## config.mk

```make
export PLATFORM = sky130hd
export DESIGN_NAME = plrkf_mul
export DESIGN_NICKNAME = d
export VERILOG_FILES = /design/src/sv/plrkf_pkg.sv /design/src/sv/plrkf_mul.sv
export SDC_FILE = /design/constraint.sdc
export NUM_CORES = 1
export LEC_CHECK = 0
export ABC_CLOCK_PERIOD_IN_PS = 6950
export BUFFER_PORTS_ARGS = -buffer_cell sky130_fd_sc_hd__buf_4
export CORE_UTILIZATION = 56
export DETAILED_ROUTE_END_ITERATION = 8
export PLACE_DENSITY_LB_ADDON = 0.2
export SLEW_MARGIN = 0
export SYNTH_ARGS = -nofsm -noshare
export SYNTH_HDL_FRONTEND = slang
export SYNTH_SLANG_ARGS = --single-unit
```

## constraint.sdc

```tcl
create_clock -name clk -period 6.95 [get_ports clk]
set_input_delay 0.695 -clock clk [delete_from_list [all_inputs] [get_ports clk]]
set_output_delay 0.695 -clock clk [all_outputs]
set_load 0.02 [all_outputs]
```

## src/sv/plrkf_pkg.sv

```systemverilog
// shared widths, reset values and register codes of the per-link range filter
`default_nettype none
package plrkf_pkg;

	localparam int ANCHOR_COUNT_DEF = 4;
	localparam int TAG_COUNT_DEF    = 64;

	localparam int MEAS_W     = 16;
	localparam int ANC_W      = 2;
	localparam int TAG_W      = 6;
	localparam int IN_W       = MEAS_W + ANC_W + TAG_W;
	localparam int LINK_AW    = ANC_W + TAG_W;
	localparam int LINK_DEPTH = 1 << LINK_AW;

	localparam int EST_W   = 32;
	localparam int FRAC_W  = 16;
	localparam int NOISE_W = 24;
	localparam int GAIN_W  = FRAC_W + 1;

	localparam logic [GAIN_W-1:0]  GAIN_ONE = GAIN_W'(1) << FRAC_W;
	localparam logic [NOISE_W-1:0] Q_RESET  = NOISE_W'(1180);
	localparam logic [NOISE_W-1:0] R_RESET  = NOISE_W'(35521);

	localparam int CFG_IDX_W = 1;

	typedef enum logic [CFG_IDX_W-1:0] {
		REG_PROCESS_NOISE     = 1'b0,
		REG_MEASUREMENT_NOISE = 1'b1
	} cfg_reg_t;

endpackage
`default_nettype wire

```

## src/sv/plrkf_mul.sv

```systemverilog
// shift-and-add multiplier, one multiplier bit per cycle, result scaled down by the fraction
`default_nettype none
module plrkf_mul (
	input  wire logic                             clk,
	input  wire logic                             arst_n,
	input  wire logic                             start,
	input  wire logic [plrkf_pkg::GAIN_W-1:0]     mplr,
	input  wire logic [plrkf_pkg::EST_W-1:0]      mcand,
	output logic                                  done,
	output logic [plrkf_pkg::EST_W-1:0]           prod
);
	localparam int CW = $clog2(plrkf_pkg::GAIN_W);
	localparam int EW = plrkf_pkg::EST_W;
	localparam int GW = plrkf_pkg::GAIN_W;

	logic          busy_q;
	logic          done_q;
	logic [CW-1:0] cnt_q;
	logic [EW-1:0] hi_q;
	logic [GW-1:0] lo_q;
	logic [EW-1:0] mcand_q;
	logic [EW:0]   sum;

	assign sum = {1'b0, hi_q} + (lo_q[0] ? {1'b0, mcand_q} : '0);

	always_ff @(posedge clk or negedge arst_n) begin
		if (!arst_n) begin
			busy_q <= 1'b0;
			done_q <= 1'b0;
			cnt_q  <= '0;
		end else begin
			done_q <= 1'b0;
			if (start) begin
				busy_q <= 1'b1;
				cnt_q  <= '0;
			end else if (busy_q) begin
				cnt_q <= cnt_q + CW'(1);
				if (cnt_q == CW'(GW - 1)) begin
					busy_q <= 1'b0;
					done_q <= 1'b1;
				end
			end
		end
	end

	always_ff @(posedge clk) begin
		if (start) begin
			hi_q    <= '0;
			lo_q    <= mplr;
			mcand_q <= mcand;
		end else if (busy_q) begin
			hi_q <= sum[EW:1];
			lo_q <= {sum[0], lo_q[GW-1:1]};
		end
	end

	// product is {hi, lo}; dropping the fraction and keeping 32 bits leaves hi[30:0] and the top bit of lo
	assign done = done_q;
	assign prod = {hi_q[EW-2:0], lo_q[GW-1]};

endmodule
`default_nettype wire

```

Yosys cells after proc, flatten, opt, wreduce, memory -nomap -nowiden
Index checks and enable logic that the tools add are counted.
{"block": "word_totals", "mem_count": 0, "rom_bits": 0, "reg_bits": 88, "ram_bits": 0, "latchBits": 0, "inputBits": 52, "wordCells": 21}
{"block": "op_classes", "mux": 11, "n_addsub": 2, "n_eq_ne": 1, "shifts": 0, "n_div": 0, "n_bitwise": 0, "mul": 0, "magnitude_cmp": 0, "n_reduce_logical": 1}
{"op": "$mux W17", "count": 2}
{"op": "$add A32 B32 Y33", "count": 1}
{"op": "$mux W32", "count": 1}
{"op": "$mux W5", "count": 2}
{"op": "$mux W1", "count": 6}
{"op": "$add A5 B1 Y5 const B", "count": 1}
{"op": "$eq A5 B5 Y1 const B", "count": 1}
{"op": "$reduce_bool A2 Y1", "count": 1}

Logic depth before layout (Yosys ltp)
{"block": "depth", "word_depth": 4, "mapped_depth": 11, "depth_no_buf": 10}

Worst setup path before layout
OpenSTA, ideal clock, no wires.
{"block": "synth_path", "path_kind": "reg-to-reg", "start": "register lo_q[0]", "end": "register hi_q[31]", "t_required_ns": 6.815, "arrival_ns": 2.590, "n_path_buf": 1, "path_slack_ns": 4.226, "path_stages_with_launch": 12, "period_less_slack_ns": 2.724, "cell_sequence": "edfxtp_1 clkbuf_1 and2_1 ha_1 fa_1 a21oi_1 o21ai_1 a41oi_1 a2bb2oi_1 a21oi_2 a211oi_1 nor4_1"}
{"block": "synth_between", "elab_chain_len": 2}
{"item": "start, declared", "line": "plrkf_mul.sv:20", "text": "logic [GW-1:0] lo_q;"}
{"item": "start signal, assigned", "line": "plrkf_mul.sv:49", "text": "lo_q <= mplr;"}
{"item": "start signal, assigned", "line": "plrkf_mul.sv:53", "text": "lo_q <= {sum[0], lo_q[GW-1:1]};"}
{"item": "$mux W32", "line": "plrkf_mul.sv:24", "text": "assign sum = {1'b0, hi_q} + (lo_q[0] ? {1'b0, mcand_q} : '0);"}
{"item": "$add A32 B32 Y33", "line": "plrkf_mul.sv:24"}
{"item": "end signal, assigned", "line": "plrkf_mul.sv:52", "text": "hi_q <= sum[EW:1];"}
{"item": "end, declared", "line": "plrkf_mul.sv:19", "text": "logic [EW-1:0] hi_q;"}
Every way passes these cells.
A chain may end at the register's enable or synchronous reset.

Worst setup path after layout
Same ends and word-level chain as after synthesis.

==> reports/qor.yml <==
status: "finished clean"
synthCells: 537
core-area_um2: 9280
met3_usage_pct: 6.41
routabilityCongestion: 0.874
initial_core_util_pct: 58.2
post_drt_wl_per_cell_um: 15.7
track_usage_pct: 23.1
async_flop_share_pct: 7.95
grt_max_degree: 57
period_needed_ps: 3350
synth_top_flop_cell: "edfxtp_1"
drt_iter0_drc: 190
power.leakage_uw: 0.00260
synth_edf_count: 49
grtUsageMet2_pct: 37.2
drtPass1Iterations: 5
fin_crit_sh_pct: 48.2
slew_violations: 0
crit_fanout: 32
hold_slack_ps: 126
worst-r2r-cell-count: 10
hold_violations: 0
worst_pin_slew_ps: 897
critPathRequiredTime_ps: 7210
worst_r2r_endpoint: "hi_q[31]$_SDFFE_PP0P_"
skew_ps: 17.0
placed_area_um2: 5850
htree_levels: 3
rsz0062_at_grt: "no"
cts.repair.resized: 0
finalSetupTns_ps: 0
antennaDiodeCount: 0
fmax_mhz: 298
top_usage_layer: "met2"
final_area_um2: 6040
io_pins: 85
insertion_delay_ps: 370
drive_gt1_share_pct: 22.7
arrival_ps: 3610
path_class: "reg -> reg"
fill_cells: 785
nets: 659
met1_usage_pct: 29.3
ir_drop_mv: 0.219
clk_path_buf_depth: 2
ys_types: 70
drc: 0
wl_mm: 11.1
postCtsSetupBuffers: 0
cts_tree: "built"
cts_hold_buffers: 0
netlist_area_um2: 5400
syn_to_final_growth_pct: 11.8
power_density_nw_per_um2: 297
regToRegSetupSlack_ps: 3600
clockRootBuffer: "clkbuf_8"
yosysWarnings: 0
yosysSeqAreaShare_pct: 42.4
startpoint_type: "flip-flop"
clk_pin_slew_ps: 90
grt_pass1_wl_mm: 18.1
relSlewSlack_pct: 40.2
overflow: 0
fin_util_pct: 65.0
syn_nets: 624
hold_class: "in -> async"
ys_seq_elements: 88
num_rows: 35
numPortBuffers: 84
grt_pass1_vias: 3832
viasPerCell: 5.68
antenna_left: 0
cts-buffers-inserted: 9
fp.dieH_um: 100
dp_hpwl_mm: 8.02
maxCapViolCount: 0
antenna_found_initial: 0
chipWidth_um: 100
die_area_um2: 10000
cts_sinks: 88
setup_viol: 0
synth_area_per_cell_um2: 10.1
via_count: 4011
worstSetupEndpointType: "flip-flop"
rr_startpoint: "lo_q[0]$_DFFE_PP_"
[area by class of cell]
cell class	count	area [µm²]	area share (%)
clock buffers	11	131	2.18
clock inverters	5	57.6	0.953
inverters	8	30.0	0.497
multi-input cells	377	2710	44.9
flip-flops and latches	88	2290	37.9
well taps	129	161	2.67
repair buffers	88	661	10.9
[sequential cells by signal (all words and copies together), names as in the netlist]
signal and flops:
hi_q 32, done 1, cnt_q 5, mcand_q 32
busy_q 1, lo_q 17
[metrics by stage]
| stage | cells | total power [µW] | worst slack [ps] |
|---|---|---|---|
| after floorplan | 537 | 1310 | 4230 |
| after global placement | 690 | 1440 | 3710 |
| after detailed placement | 690 | 1460 | 3600 |
| after CTS | 706 | 1800 | 3580 |
| after global routing | 706 | 1910 | 3390 |
| final | 706 | 1790 | 3600 |
[placed cells by master (no fill, tap or decap), drive strengths merged, types with 10 or more instances in the layout]
master,count
edfxtp,49
xnor2,13
a21oi,36
dfxtp,32
mux2,17
ha,34
nand2,36
xor2,12
o21ai,22
and2,34
nor2,36
a21o,14
buf,88
clkbuf,11
mux2i,11
nand3,10
[power by group]
part           internal (µW)  leakage, µW  switching (µW)
clock                    166    0.0000872             178
sequential               641     0.000849            68.8
combinational            315      0.00166             426
[how the worst max path moves through the flow]
| stage | from | endpoint | slack [ps] | cells after the start |
|---|---|---|---|---|
| floorplan | lo_q[0]$_DFFE_PP_ | hi_q[31]$_SDFFE_PP0P_ | 4230 | 11 |
| global placement | lo_q[0]$_DFFE_PP_ | hi_q[31]$_SDFFE_PP0P_ | 3710 | 10 |
| detailed placement | lo_q[0]$_DFFE_PP_ | hi_q[31]$_SDFFE_PP0P_ | 3600 | 10 |
| CTS | lo_q[0]$_DFFE_PP_ | hi_q[31]$_SDFFE_PP0P_ | 3580 | 10 |
| global route | lo_q[0]$_DFFE_PP_ | hi_q[31]$_SDFFE_PP0P_ | 3390 | 10 |
| finish | lo_q[0]$_DFFE_PP_ | hi_q[31]$_SDFFE_PP0P_ | 3600 | 10 |
[routing by layer]
metal / part of all wire [%] / vias up / wire [µm]
met5: 0 / - / 0
met3: 5.6 / 21 / 626
met2: 47 / 119 / 5160
li1: - / 2003 / -
met1: 46 / 1868 / 5080
met4: 2.0 / 0 / 224
[cell usage after synthesis (10+ instances only)]
| library cell | number | area (µm²) |
|---|---|---|
| nor2_1 | 36 | 135 |
| a21o_1 | 14 | 105 |
| buf_4 | 32 | 240 |
| a21oi_1 | 34 | 170 |
| nand2_1 | 35 | 131 |
| mux2_2 | 17 | 191 |
| dfxtp_1 | 32 | 641 |
| clkbuf_1 | 16 | 60.1 |
| o21ai_0 | 19 | 95.1 |
| ha_1 | 34 | 425 |
| xor2_1 | 12 | 105 |
| mux2i_1 | 11 | 110 |
| nand3_1 | 10 | 50.1 |
| xnor2_1 | 13 | 114 |
| and2_1 | 34 | 213 |
| edfxtp_1 | 49 | 1470 |
[cells by family after synthesis]
kind of cell,synth area share (%)
compound gates,16.5
xor+xnor,4.05
fa+ha+maj,8.25
buf+inv,7.48
flops,42.4
mux,5.58
simple gates,15.8
[worst max-delay path, cell delays in order (launching register included)]
cell and delay [ps]:
edfxtp_1 780, and2_1 300, ha_1 210, fa_1 400, a21oi_1 230, o21ai_1 160, a41oi_1 380, a2bb2oi_1 330
a21oi_2 120, a211oi_1 270, nor4_1 70
No activity file was read; power rests on OpenSTA's default activity.
