## config.mk

```make
export PLATFORM = sky130hd
export DESIGN_NAME = plrkf_div
export DESIGN_NICKNAME = d
export VERILOG_FILES = /design/src/sv/plrkf_pkg.sv /design/src/sv/plrkf_div.sv
export SDC_FILE = /design/constraint.sdc
export NUM_CORES = 1
export LEC_CHECK = 0
export ABC_AREA = 1
export ABC_CLOCK_PERIOD_IN_PS = 6010
export BUFFER_PORTS_ARGS = -buffer_cell sky130_fd_sc_hd__buf_2
export CAP_MARGIN = 0
export CORE_ASPECT_RATIO = 1.75
export CORE_UTILIZATION = 25
export CTS_CLUSTER_DIAMETER = 120
export CTS_CLUSTER_SIZE = 10
export DETAILED_ROUTE_END_ITERATION = 12
export PLACE_DENSITY = 0.47
export SLEW_MARGIN = 20
export SYNTH_ARGS = -nofsm -noshare
export SYNTH_HDL_FRONTEND = slang
export SYNTH_SLANG_ARGS = --single-unit
```

## constraint.sdc

```tcl
create_clock -name clk -period 6.01 [get_ports clk]
set_clock_uncertainty 0.1 [all_clocks]
set_input_delay 0.9015 -clock clk [delete_from_list [all_inputs] [get_ports clk]]
set_output_delay 0.9015 -clock clk [all_outputs]
set_load 0.02 [all_outputs]
```

## src/sv/plrkf_pkg.sv

```systemverilog
// shared widths, reset values and register codes of the per-link range filter
`default_nettype none
package plrkf_pkg;

	localparam int ANCHOR_COUNT_DEF = 4;
	localparam int TAG_COUNT_DEF    = 64;

	localparam int MEAS_W     = 16;
	localparam int ANC_W      = 2;
	localparam int TAG_W      = 6;
	localparam int IN_W       = MEAS_W + ANC_W + TAG_W;
	localparam int LINK_AW    = ANC_W + TAG_W;
	localparam int LINK_DEPTH = 1 << LINK_AW;

	localparam int EST_W   = 32;
	localparam int FRAC_W  = 16;
	localparam int NOISE_W = 24;
	localparam int GAIN_W  = FRAC_W + 1;

	localparam logic [GAIN_W-1:0]  GAIN_ONE = GAIN_W'(1) << FRAC_W;
	localparam logic [NOISE_W-1:0] Q_RESET  = NOISE_W'(1180);
	localparam logic [NOISE_W-1:0] R_RESET  = NOISE_W'(35521);

	localparam int CFG_IDX_W = 1;

	typedef enum logic [CFG_IDX_W-1:0] {
		REG_PROCESS_NOISE     = 1'b0,
		REG_MEASUREMENT_NOISE = 1'b1
	} cfg_reg_t;

endpackage
`default_nettype wire

```

## src/sv/plrkf_div.sv

```systemverilog
// restoring divider for the gain, one quotient bit per cycle
`default_nettype none
module plrkf_div (
	input  wire logic                             clk,
	input  wire logic                             arst_n,
	input  wire logic                             start,
	input  wire logic [plrkf_pkg::EST_W-1:0]      num,
	input  wire logic [plrkf_pkg::EST_W:0]        den,
	output logic                                  done,
	output logic [plrkf_pkg::GAIN_W-1:0]          quot
);
	localparam int CW = $clog2(plrkf_pkg::GAIN_W);
	localparam int RW = plrkf_pkg::EST_W + 2;

	logic                          busy_q;
	logic                          done_q;
	logic [CW-1:0]                 cnt_q;
	logic [RW-1:0]                 rem_q;
	logic [plrkf_pkg::EST_W:0]     den_q;
	logic                          zero_q;
	logic [plrkf_pkg::GAIN_W-1:0]  quot_q;
	logic [RW-1:0]                 trial;
	logic [RW-1:0]                 den_ext;
	logic                          fit;
	logic                          last;

	// first step takes the numerator as is, later steps shift a zero in
	assign trial   = (cnt_q == '0) ? rem_q : {rem_q[RW-2:0], 1'b0};
	assign den_ext = {1'b0, den_q};
	assign fit     = trial >= den_ext;
	assign last    = cnt_q == CW'(plrkf_pkg::GAIN_W - 1);

	always_ff @(posedge clk or negedge arst_n) begin
		if (!arst_n) begin
			busy_q <= 1'b0;
			done_q <= 1'b0;
			cnt_q  <= '0;
		end else begin
			done_q <= 1'b0;
			if (start) begin
				busy_q <= 1'b1;
				cnt_q  <= '0;
			end else if (busy_q) begin
				cnt_q <= cnt_q + CW'(1);
				if (last) begin
					busy_q <= 1'b0;
					done_q <= 1'b1;
				end
			end
		end
	end

	always_ff @(posedge clk) begin
		if (start) begin
			rem_q  <= {2'b00, num};
			den_q  <= den;
			zero_q <= den == '0;
		end else if (busy_q) begin
			rem_q  <= fit ? (trial - den_ext) : trial;
			quot_q <= {quot_q[plrkf_pkg::GAIN_W-2:0], fit};
		end
	end

	assign done = done_q;
	assign quot = zero_q ? '0 : quot_q;

endmodule
`default_nettype wire

```

* Yosys cells after proc, flatten, opt, wreduce, memory -nomap -nowiden
Index checks and enable logic that the tools add are counted.
** Storage, ports and cells
- Register bits :: 92
- Input bits :: 68
- Word-level logic and storage cells :: 30
- Latch bits :: 0
- Memory bits (read-only) :: 0
- Memories :: 0
- Bits in writable memories :: 0
** Cells by class
- Add/sub/neg operators :: 2
- $lt $le $gt $ge :: 1
- Multiply operators :: 0
- Shifts and indexed selects :: 0
- Bitwise logic cells :: 1
- Divide/modulo/power cells :: 0
- Reduce and logical (&&, ||, !) cells :: 4
- Equal/unequal tests :: 1
- Muxes and demuxes :: 13
** Operators with widths (count)
- $mux W34 :: 2
- $mux W32 :: 2
- $ge A34 B33 Y1 :: 1
- $sub A34 B33 Y34 :: 1
- $logic_not A33 Y1 :: 1
- $mux W17 :: 1
- $mux W5 :: 2
- $mux W1 :: 6
- $add A5 B1 Y5 const B :: 1
- $eq A5 B5 Y1 const B :: 1
- $logic_not A5 Y1 :: 1
- $reduce_and A2 Y1 :: 1
- $reduce_bool A2 Y1 :: 1
- $not A1 Y1 :: 1

* Depth between registers and ports, before layout
Gate-level depths: netlist of run 1.
- Word-level depth :: 6
- Gate-level depth with buffers :: 24
- Mapped depth without buffers :: 21

* Worst setup path before layout of run 1
No wires, ideal clock.
- Kind :: flip-flop to flip-flop
- Start point :: register cnt_q[0]
- End point :: register rem_q[1], data pin
- Clock period less this slack :: 3.133 ns
- Data arrival time :: 2.778 ns
- Buffers on the path :: 3
- Cell stages (with the launch flop) :: 20
- Path slack :: 2.877 ns
- Cells stage by stage :: dfrtp_1 -> inv_1 -> ha_1 -> nand3_1 -> buf_2 -> clkbuf_1 -> nand2_1 -> o21ai_0 -> ha_1 -> nand2_1 -> clkinv_1 -> nand2_1 -> nor2_1 -> nor2_1 -> nor2_2 -> nor2_8 -> buf_2 -> nand4_1 -> nand3_1 -> nand2_1
** On the way
- Word-level cells in the longest chain between the ends :: 6
- Elaborated cells on any way between the ends :: 7
** RTL lines
- start: declaration :: RTL line plrkf_div.sv:17 : logic [CW-1:0] cnt_q;
- start signal: assignment :: RTL line plrkf_div.sv:44 : cnt_q <= cnt_q + CW'(1);
- $logic_not A5 Y1 * :: RTL line plrkf_div.sv:28 : assign trial = (cnt_q == '0) ? rem_q : {rem_q[RW-2:0], 1'b0};
- $mux W34 * :: RTL line plrkf_div.sv:28
- $sub A34 B33 Y34 / $ge A34 B33 Y1 (equally long branches) :: RTL line plrkf_div.sv:59, plrkf_div.sv:30
- $mux W34 * :: RTL line plrkf_div.sv:59 : rem_q <= fit ? (trial - den_ext) : trial;
- $mux W32 * :: RTL line plrkf_div.sv:58 : end else if (busy_q) begin
- $mux W32 * :: RTL line plrkf_div.sv:54 : if (start) begin
- end signal: assignment :: RTL line plrkf_div.sv:55 : rem_q <= {2'b00, num};
- end signal: assignment :: RTL line plrkf_div.sv:59
- end: declaration :: RTL line plrkf_div.sv:18 : logic [RW-1:0] rem_q;
Every way passes the cells marked *; elsewhere a longest branch is shown, timed or not. The select of a mux whose other input is x is not followed.
A chain may end at the register's enable or synchronous reset.

* Worst setup path in the final report of run 1
- Start point :: register cnt_q[0]
- End point :: register rem_q[8], data pin
The elaborated chain is that of the path after synthesis.

==> results.cfg, run 1 <==
[run_status]
outcome = completed

[worst_setup_path]
end_kind = flop
cpPeakStageDelay_ns = 0.59
path_max_fanout = 42
critical_path_class = flop to flop
cp-start-kind = flop
cp_slowest_cell = nand3_2
cp.required_ns = 6.16
arrival_ns = 4.96
path_cells = inv_1, ha_1, nand3_2, buf_4, o21ai_0, ha_1, nand2_1, inv_1, nand2_1, nand2_1, nand2_1, nand3_1, nand2_1, nand2_1, nand2_2, nand3_4, nand2_1, nand3_1, nand2_1
crit_top_cell = nand2_1

[finish]
nNetsFinal = 1263
area_growth_pct = 16.5
fin_area_mm2 = 0.00845
n_antenna_cell = 0
drive_gt1_share_pct = 11.8

[routing]
via_per_inst = 4.37
drtIter0Drc = 376
ant_nets = 0
drt_first_pass_iters = 4
post_drt_wl_per_cell_um = 16.1
route.detailed.drc = 0
num_vias = 6737
drt-total-wl_um = 24800

[timing]
hold_violations = 0
tns_ns = 0
setup_slack_ns = 1.20
finalMaxSlewViolations = 0
relSlewSlack_pct = 47.5
fmax_mhz = 208
rsz0062_at_grt = no
timing.final.crit_share_pct = 80.0
setup_viol = 0
period_needed_ns = 4.81
worst_pin_slew_ns = 0.779

[power]
pwr-share-seq_pct = 24.4
ir_drop_mv = 0.189
combinationalPowerShare_pct = 60.0
power.internal_mw = 1.93
switching_share_pct = 50.4
pwr-share-clk_pct = 15.5
power_density_mw_per_mm2 = 459
leakage_nw = 4.56
p_sw_mw = 1.96

[yosys]
synthFlopType = edfxtp_1
synth-edff-count = 83
seq_area_frac_synth_pct = 37.3
synth_top_area_share_pct = 34.4
yosysMostFrequentCell = nand2_1
synth_top_area_cell = edfxtp_1
synth_area_per_cell_um2 = 6.75
synthDistinctLibCells = 34
syn_nets = 1178
syn_inst = 1074
ys_warn_count = 0
ys_seq_elements = 92
yosys-top-cells-count = nand2_1 (395), inv_1 (234), edfxtp_1 (83)
synthArstFlopShare_pct = 7.61
synth_area_leaders = edfxtp_1 (34%), nand2_1 (20%), inv_1 (12%)
synth.cell_area_mm2 = 0.00725

[cts]
htreeDepth = 3
cts_hold_buf = 0
cts_buffers = 9
clockBufferDepth = 2
cts_sinks = 92
clk_latency_ns = 0.39
root_buffer = clkbuf_16
cts_resized = 0
clk_pin_slew_ns = 0.08
postCtsSetupBuffers = 0
cts_tree = done

[floorplanning]
core.rowCount = 82
ios = 86
die-width_um = 131
initial_core_util_pct = 25.3
die_area_mm2 = 0.0297
core_mm2 = 0.0286
fp.dieH_um = 227

[placement]
place_area_mm2 = 0.00815
pre_cts_ws_ns = 1.22
hpwl_um = 20100
gp_congestion = 0.885
io_buffers = 85

[global_routing]
grt_max_degree = 43
grt_pass1_vias = 6717
grt_antenna_before_repair = 0
grt_usage_pct = 17.6
grt_overflow = 0
grt_first_pass_wirelength_um = 37200

[worst_hold_path]
hold_class = input pin to asynchronous set/reset pin

[run]
maxCapViolations = 0
-- placed cells by master (no fill, tap or decap) --
cell type | synthesis | routed
or2_2 | 1 | 1
inv_6 | 0 | 2
o21ai_0 | 37 | 37
ha_1 | 35 | 35
o21bai_1 | 2 | 2
nand3_2 | 0 | 1
clkinv_1 | 2 | 1
a21boi_0 | 1 | 1
a21o_1 | 1 | 1
dfxtp_1 | 2 | 2
inv_1 | 234 | 234
xnor2_1 | 16 | 16
nand4_1 | 41 | 41
clkbuf_16 | 0 | 9
edfxtp_1 | 83 | 83
buf_4 | 0 | 18
nand3_1 | 56 | 55
nor3_1 | 12 | 12
clkinv_2 | 0 | 1
nor4_1 | 11 | 11
fa_1 | 1 | 1
and2_1 | 1 | 1
nand2_2 | 5 | 5
nand3_4 | 1 | 1
nand4_4 | 1 | 1
nand3b_1 | 10 | 10
inv_2 | 4 | 4
clkinv_8 | 0 | 1
inv_8 | 0 | 3
nor2_8 | 1 | 1
and3_1 | 1 | 1
clkinvlp_4 | 0 | 1
nor2_2 | 3 | 3
a21oi_1 | 23 | 23
xor2_1 | 1 | 1
dfrtp_1 | 7 | 7
buf_2 | 9 | 85
nor2_1 | 57 | 57
nand2_1 | 395 | 395
-- cell families after synthesis --
family | Yosys count | synth area share, %
adders and majority gates | 36 | 6.31
and+or+nand+nor | 596 | 35.4
DFF | 92 | 37.3
buffers and inverters | 269 | 14.4
AOI/OAI and AO/OA | 64 | 4.55
xor gates and xnor gates | 17 | 2.05
-- worst max-delay path: cells and delay by family (launching register included) --
kind,cells,cell delay [ns]
AOI/OAI and AO/OA,1,0.48
adders and majority gates,2,0.62
buffers and inverters,3,0.58
DFF,1,0.40
and+or+nand+nor,13,2.47
-- layout make-up --
| class | instances | area (µm²) |
|---|---|---|
| flip-flops and latches | 92 | 2710 |
| repair buffers | 103 | 561 |
| fillers | 3177 | 20200 |
| clock inverters | 7 | 75.1 |
| inverters | 240 | 902 |
| multi-input cells | 713 | 3510 |
| well taps | 378 | 473 |
| clock buffers | 9 | 225 |
-- sequential cells by signal, indices dropped and copies added (netlist names) --
| signal | count |
|---|---|
| busy_q | 1 |
| den_q | 33 |
| done | 1 |
| zero_q | 1 |
| quot_q | 17 |
| rem_q | 34 |
| cnt_q | 5 |
-- per-layer routing --
layer / vias up / share of wire (%) / GRT usage (%)
li1: 3530 / - / -
met1: 3011 / 34 / 15.9
met2: 138 / 55 / 34.0
met3: 58 / 2.5 / 2.21
met4: 0 / 8.4 / 14.7
met5: - / 0 / 0
-- power groups by stage --
stage / sequential, mW / clock (mW) / combinational [mW]
2_1_floorplan: 0.934 / 0 / 1.60
3_3_place_gp: 0.962 / 0 / 2.34
3_5_place_dp: 0.964 / 0 / 2.34
4_1_cts: 0.950 / 0.615 / 2.35
5_1_grt: 0.966 / 0.639 / 2.60
6_report: 0.948 / 0.603 / 2.33
-- path summary, 6_finish.rpt --
| kind | slack [ns] | from | end | cells after the start |
|---|---|---|---|---|
| max in group asynchronous | 5.42 | arst_n | cnt_q[0]$_DFFE_PN0P_ | 1 |
| min in group clk | 0.35 | quot_q[0]$_DFFE_PP_ | quot_q[1]$_DFFE_PP_ | 0 |
| setup / recovery | 1.20 | cnt_q[0]$_DFFE_PN0P_ | rem_q[8]$_DFFE_PP_ | 19 |
| setup reg to reg | 1.20 | cnt_q[0]$_DFFE_PN0P_ | rem_q[8]$_DFFE_PP_ | 19 |
| hold / removal | 0.23 | arst_n | done$_DFF_PN0_ | 1 |
| hold reg to reg | 0.35 | quot_q[0]$_DFFE_PP_ | quot_q[1]$_DFFE_PP_ | 0 |
-- through the flow --
stage          hold slack (ns)  instances  utilization (%)  power [mW]
2_1_floorplan            0.326       1074                -        2.53
3_3_place_gp             0.332       1526             28.5        3.30
3_5_place_dp             0.336       1526             28.5        3.30
4_1_cts                  0.230       1542             29.5        3.92
5_1_grt                  0.231       1542             29.5        4.21
6_report                 0.229       1542             29.5        3.88
Power figures use the tool's default switching activity.
==> inputs of run 2 (changes only) <==
--- a/config.mk
+++ b/config.mk
@@ -5,8 +5,8 @@
 export SDC_FILE = /design/constraint.sdc
 export NUM_CORES = 1
 export LEC_CHECK = 0
-export ABC_AREA = 1
-export ABC_CLOCK_PERIOD_IN_PS = 6010
+export ABC_AREA = 0
+export ABC_CLOCK_PERIOD_IN_PS = 4300
 export BUFFER_PORTS_ARGS = -buffer_cell sky130_fd_sc_hd__buf_2
 export CAP_MARGIN = 0
 export CORE_ASPECT_RATIO = 1.75
@@ -14,7 +14,7 @@
 export CTS_CLUSTER_DIAMETER = 120
 export CTS_CLUSTER_SIZE = 10
 export DETAILED_ROUTE_END_ITERATION = 12
-export PLACE_DENSITY = 0.47
+export PLACE_DENSITY = 0.49
 export SLEW_MARGIN = 20
 export SYNTH_ARGS = -nofsm -noshare
 export SYNTH_HDL_FRONTEND = slang
==> constraint.sdc (replaced) <==
create_clock -name clk -period 4.3 [get_ports clk]
set_clock_uncertainty 0.1 [all_clocks]
set_input_delay 0.645 -clock clk [delete_from_list [all_inputs] [get_ports clk]]
set_output_delay 0.645 -clock clk [all_outputs]
set_load 0.02 [all_outputs]
==> run 2 against run 1 <==
Effect of this change:
- highest routed layer unchanged
- worst hold slack better by 0.11 ns
- critical endpoint is now rem_q[19]$_DFFE_PP_
- sequential cell count is the same
- final area shrank 9.8%
- synthesized area is 14% lower
- non-clock buffer count increased by 21
==> results.cfg, run 2 <==
[global_routing]
grt_overflow = 0
grt_first_pass_wirelength_um = 28200
gr-max-usage-layer = met2
grt_antenna_before_repair = 0
grtUsageMet2_pct = 28.7
grt_pass1_vias = 5459
grt_max_degree = 50
grt_usage_pct = 14.9
met1_usage_pct = 13.6
use_met3_pct = 2.70

[finish]
fillers = 2604
final_cell_mix = buf_2 (85), edfxtp_1 (83), a21oi_1 (58)
layout_commonest_cell = buf_2
nNetsFinal = 842
regMostFlops = rem_q
largest_reg_flops = 34
final_util_pct = 31.1
drive_gt1_share_pct = 26.2
fin_area_mm2 = 0.00762
largest_registers = rem_q: 34 flops, den_q: 33 flops, quot_q: 17 flops
area_growth_pct = 22.4
n_antenna_cell = 0

[routing]
ant_nets = 0
drtIter0Drc = 235
post_drt_wl_per_cell_um = 17.1
via_per_inst = 4.84
drt_first_pass_iters = 6
drt-total-wl_um = 18000
num_vias = 5107
route.detailed.drc = 0

[yosys]
synth-edff-count = 83
seq_area_frac_synth_pct = 43.5
synthDistinctLibCells = 59
synthArstFlopShare_pct = 7.61
ys_warn_count = 0
yosysMostFrequentCell = edfxtp_1
ys_seq_elements = 92
syn_nets = 731
synth.cell_area_mm2 = 0.00623
synth_top_area_share_pct = 40.0
synth_area_leaders = edfxtp_1 (40%), ha_1 (7.0%), mux2_2 (6.5%)
syn_inst = 627
synthFlopType = edfxtp_1
synth_top_area_cell = edfxtp_1
synth_area_per_cell_um2 = 9.93
yosys-top-cells-count = edfxtp_1 (83), a21oi_1 (60), inv_1 (53)

[worst_setup_path]
critical_path.startpoint = cnt_q[1]$_DFFE_PN0P_
cp.required_ns = 4.31
rr_worst_depth = 15
path_max_fanout = 22
r2r_start = cnt_q[1]$_DFFE_PN0P_
reg2reg_slack_ns = 0.17
crit_path_end = rem_q[19]$_DFFE_PP_
end_kind = flop
cp-start-kind = flop
r2r-end = rem_q[19]$_DFFE_PP_
critical_path_class = flop to flop
arrival_ns = 4.13

[run_status]
outcome = completed

[timing]
worst_pin_slew_ns = 0.587
hold_violations = 0
finalMaxSlewViolations = 0
fmax_mhz = 242
setup_viol = 0
timing.final.crit_share_pct = 95.9
rsz0062_at_grt = yes
period_needed_ns = 4.13
relSlewSlack_pct = 60.5

[cts]
cts_sinks = 92
htreeDepth = 3
postCtsSetupBuffers = 0
clk_latency_ns = 0.36
cts_buffers = 9
clockBufferDepth = 2
root_buffer = clkbuf_16
cts_tree = done
clk_pin_slew_ns = 0.07

[power]
leakage_nw = 3.23
ir_drop_mv = 0.251
power_density_mw_per_mm2 = 753
power_mw = 5.74

[floorplanning]
initial_core_util_pct = 25.4
die-width_um = 121
ios = 86
core.rowCount = 76
die_area_mm2 = 0.0256
fp.dieH_um = 211
core_mm2 = 0.0245

[placement]
io_buffers = 85
hpwl_um = 14600
place_area_mm2 = 0.00725
gp_congestion = 0.888

[worst_hold_path]
hold_class = flop to flop
whs_path_depth = 0

[run]
maxCapViolations = 0
[run 2: cell types whose count changed after synthesis, sizes merged, moves of 9 or more]
cell	previous run	this run
a21o	1	19
nand3	57	8
a21oi	23	60
a211oi	0	15
mux2	0	36
xor2	1	11
nor2b	0	20
nor2	61	51
inv	238	54
nand3b	10	0
a31oi	0	9
nand2b	0	11
nand4	42	10
nand2	400	45
[run 2: metal layers]
metal / vias up / part of all wire, %
met5: - / 0
met4: 0 / 6.7
met3: 51 / 3.2
met2: 112 / 56
met1: 2431 / 34
li1: 2513 / -
[run 2: cells by family after synthesis]
| logic type | after synthesis | share of synthesized area, % |
|---|---|---|
| AOI/OAI and AO/OA | 174 | 18.6 |
| xor gates and xnor gates | 30 | 4.22 |
| adders and majority gates | 36 | 7.36 |
| buffers and inverters | 78 | 5.29 |
| DFF | 92 | 43.5 |
| muxes | 39 | 6.99 |
| and+or+nand+nor | 178 | 14.1 |
[run 2: final cells by class]
type / count / area [µm²] / share of cell area [%]
tap: 312 / 390 / 5.12
multi-input combinational: 457 / 3230 / 42.4
inverter: 54 / 203 / 2.66
sequential: 92 / 2710 / 35.5
clock buffer: 12 / 278 / 3.65
timing repair buffer: 124 / 771 / 10.1
clock inverter: 4 / 37.5 / 0.493
[run 2: worst max-delay path, stage by stage, from the launching register on]
cell	delay [ns]
dfrtp_1	0.41
inv_1	0.07
ha_1	0.15
nor4b_4	0.24
buf_12	0.22
mux2_2	0.38
ha_1	0.34
buf_4	0.17
a21o_1	0.15
a221o_1	0.28
a31o_1	0.24
o31a_4	0.33
a31o_1	0.25
or3_1	0.30
o211ai_1	0.11
a2bb2oi_1	0.10
[run 2: power by group]
part / switching (mW) / total [mW] / internal, mW
clock network: 0.371 / 0.838 / 0.467
registers: 0.114 / 1.37 / 1.25
logic: 1.95 / 3.53 / 1.58
[run 2: stage by stage]
stage | hold slack, ns | worst slack, ns | cells | TNS (ns)
after global routing | 0.355 | -0.00754 | 1055 | -0.00754
after floorplan | 0.249 | 0.0629 | 627 | 0
after CTS | 0.345 | 0.0853 | 1055 | 0
after detailed placement | 0.329 | 0.0933 | 1038 | 0
after global placement | 0.323 | 0.133 | 1038 | 0
final | 0.341 | 0.175 | 1055 | 0
[run 2: worst min path at each step]
| stage | start | to |
|---|---|---|
| 4_1_cts | quot_q[1]$_DFFE_PP_ | quot_q[2]$_DFFE_PP_ |
| 6_report | quot_q[1]$_DFFE_PP_ | quot_q[2]$_DFFE_PP_ |
| 2_1_floorplan | arst_n | busy_q$_DFF_PN0_ |
| 3_5_place_dp | quot_q[2]$_DFFE_PP_ | quot_q[3]$_DFFE_PP_ |
| 5_1_grt | quot_q[1]$_DFFE_PP_ | quot_q[2]$_DFFE_PP_ |
| 3_3_place_gp | quot_q[2]$_DFFE_PP_ | quot_q[3]$_DFFE_PP_ |
[run 2: repair_timing]
action                                 4_1_cts  5_1_grt
endpoints found under the hold margin        1        0
hold buffers                                 1        0
setup endpoints to repair                    0        9
gates resized for setup                      0        8
==> inputs of run 3 (changes only) <==
--- a/config.mk
+++ b/config.mk
@@ -6,7 +6,7 @@
 export NUM_CORES = 1
 export LEC_CHECK = 0
 export ABC_AREA = 0
-export ABC_CLOCK_PERIOD_IN_PS = 4300
+export ABC_CLOCK_PERIOD_IN_PS = 5170
 export BUFFER_PORTS_ARGS = -buffer_cell sky130_fd_sc_hd__buf_2
 export CAP_MARGIN = 0
 export CORE_ASPECT_RATIO = 1.75
@@ -14,7 +14,7 @@
 export CTS_CLUSTER_DIAMETER = 120
 export CTS_CLUSTER_SIZE = 10
 export DETAILED_ROUTE_END_ITERATION = 12
-export PLACE_DENSITY = 0.49
+export PLACE_DENSITY = 0.47
 export SLEW_MARGIN = 20
 export SYNTH_ARGS = -nofsm -noshare
 export SYNTH_HDL_FRONTEND = slang
==> constraint.sdc (replaced) <==
create_clock -name clk -period 5.17 [get_ports clk]
set_clock_uncertainty 0.1 [all_clocks]
set_input_delay 0.7755 -clock clk [delete_from_list [all_inputs] [get_ports clk]]
set_output_delay 0.7755 -clock clk [all_outputs]
set_load 0.02 [all_outputs]
==> run 3 against run 2 <==
Effect of this change:
- sequential cell count unchanged
- clock power decreased by 8.4%
- power decreased by 20%
- global-route usage decreased by 0.43 points
- sequential power decreased by 17%
- final area decreased by 3.6%
- die area unchanged
- wire length decreased by 3.5%
- critical path depth increased by 3
- non-clock buffer count decreased by 28
- cell count decreased by 2.7%
- largest cell class unchanged
==> results.cfg, run 3 (synthesis results as in run 2) <==
[run_status]
outcome = completed

[timing]
rsz0062_at_grt = no
hold_violations = 0
fmax_mhz = 220
setup_viol = 0
finalMaxSlewViolations = 0
timing.final.crit_share_pct = 88.1
period_needed_ns = 4.55
relSlewSlack_pct = 60.0
tns_ns = 0
worst_pin_slew_ns = 0.595

[power]
ir_drop_mv = 0.221
leakage_nw = 3.08
power_density_mw_per_mm2 = 622
power_mw = 4.57

[routing]
post_drt_wl_per_cell_um = 16.9
ant_nets = 0
drt-total-wl_um = 17400
drt_first_pass_iters = 4
num_vias = 4921
via_per_inst = 4.79
drtIter0Drc = 167
route.detailed.drc = 0

[cts]
clk_latency_ns = 0.37
clk_pin_slew_ns = 0.06
cts_resized = 0
cts_sinks = 92
cts_tree = done
postCtsSetupBuffers = 0
htreeDepth = 3
root_buffer = clkbuf_16
clockBufferDepth = 2
cts_hold_buf = 0
cts_buffers = 9

[worst_setup_path]
arrival_ns = 4.57
reg2reg_slack_ns = 0.62
end_kind = flop
path_max_fanout = 24
cp.required_ns = 5.19
r2r-end = rem_q[12]$_DFFE_PP_
rr_worst_depth = 18
critical_path_class = flop to flop
cp-start-kind = flop
r2r_start = cnt_q[0]$_DFFE_PN0P_

[floorplanning]
fp.dieH_um = 211
initial_core_util_pct = 25.4
core.rowCount = 76
die_area_mm2 = 0.0256
core_mm2 = 0.0245
ios = 86
die-width_um = 121

[finish]
multi_input_area_mm2 = 0.00319
area_growth_pct = 17.9
largest_reg_flops = 34
final_util_pct = 29.9
final_cell_mix = buf_2 (84), edfxtp_1 (83), a21oi_1 (60)
fillers = 2633
fin_area_mm2 = 0.00734
final-seq-area_mm2 = 0.00271
nNetsFinal = 814
largest_registers = rem_q: 34 flops, den_q: 33 flops, quot_q: 17 flops
n_antenna_cell = 0
regMostFlops = rem_q
drive_gt1_share_pct = 22.2
layout_commonest_cell = buf_2

[global_routing]
grt_first_pass_wirelength_um = 27500
grt_antenna_before_repair = 0
grt_max_degree = 44
grt_usage_pct = 14.5
grt_overflow = 0
grt_pass1_vias = 5205

[placement]
io_buffers = 85
hpwl_um = 13800
gp_congestion = 0.818
place_area_mm2 = 0.00700

[run]
maxCapViolations = 0

[worst_hold_path]
hold_class = input pin to asynchronous set/reset pin
-- run 3: how the worst max path moves through the flow --
stage                         start                   to  cells after the start
2_1_floorplan  cnt_q[0]$_DFFE_PN0P_  rem_q[21]$_DFFE_PP_                     16
3_3_place_gp   cnt_q[0]$_DFFE_PN0P_  rem_q[28]$_DFFE_PP_                     18
3_5_place_dp   cnt_q[0]$_DFFE_PN0P_  rem_q[28]$_DFFE_PP_                     18
4_1_cts        cnt_q[0]$_DFFE_PN0P_  rem_q[12]$_DFFE_PP_                     18
5_1_grt        cnt_q[0]$_DFFE_PN0P_  rem_q[12]$_DFFE_PP_                     17
6_report       cnt_q[0]$_DFFE_PN0P_  rem_q[12]$_DFFE_PP_                     18
-- run 3: cell type report --
cell class              instances  share of cell area, %
clock buffers                  11                   3.17
inverters                      54                   2.76
repair buffers                 96                   6.95
multi-input cells             457                   43.4
well taps                     312                   5.32
flip-flops and latches         92                   36.9
clock inverters                 5                   1.47
-- run 3: where the power goes --
part           internal [mW]  switching, mW  total (mW)
registers               1.04         0.0929        1.14
clock network          0.476          0.292       0.768
logic                   1.13           1.53        2.66
-- run 3: metrics by stage --
step	std cells	hold WS [ns]	setup slack [ns]
6_report	1027	0.140	0.615
3_5_place_dp	1011	0.333	0.611
4_1_cts	1027	0.128	0.571
5_1_grt	1027	0.135	0.281
2_1_floorplan	627	0.318	0.825
3_3_place_gp	1011	0.325	0.648
-- run 3: per-layer routing --
| layer | vias up | global-route usage (%) | share of wire [%] |
|---|---|---|---|
| met5 | - | 0 | 0 |
| met4 | 0 | 9.24 | 4.9 |
| met3 | 36 | 2.70 | 2.7 |
| met2 | 88 | 27.2 | 56 |
| met1 | 2350 | 14.1 | 37 |
| li1 | 2447 | - | - |
-- run 3: worst max-delay path, stage by stage (launching register included) --
cell     delay [ns]
dfrtp_1        0.42
inv_1          0.07
ha_1           0.17
nor4b_4        0.19
buf_4          0.35
buf_4          0.28
mux2_2         0.37
ha_1           0.42
nand2_1        0.10
nor2_1         0.29
nand2_1        0.09
a21oi_1        0.21
o21ai_1        0.10
buf_4          0.15
o211a_2        0.28
buf_4          0.22
nand2_1        0.09
o31ai_1        0.07
mux2_2         0.28
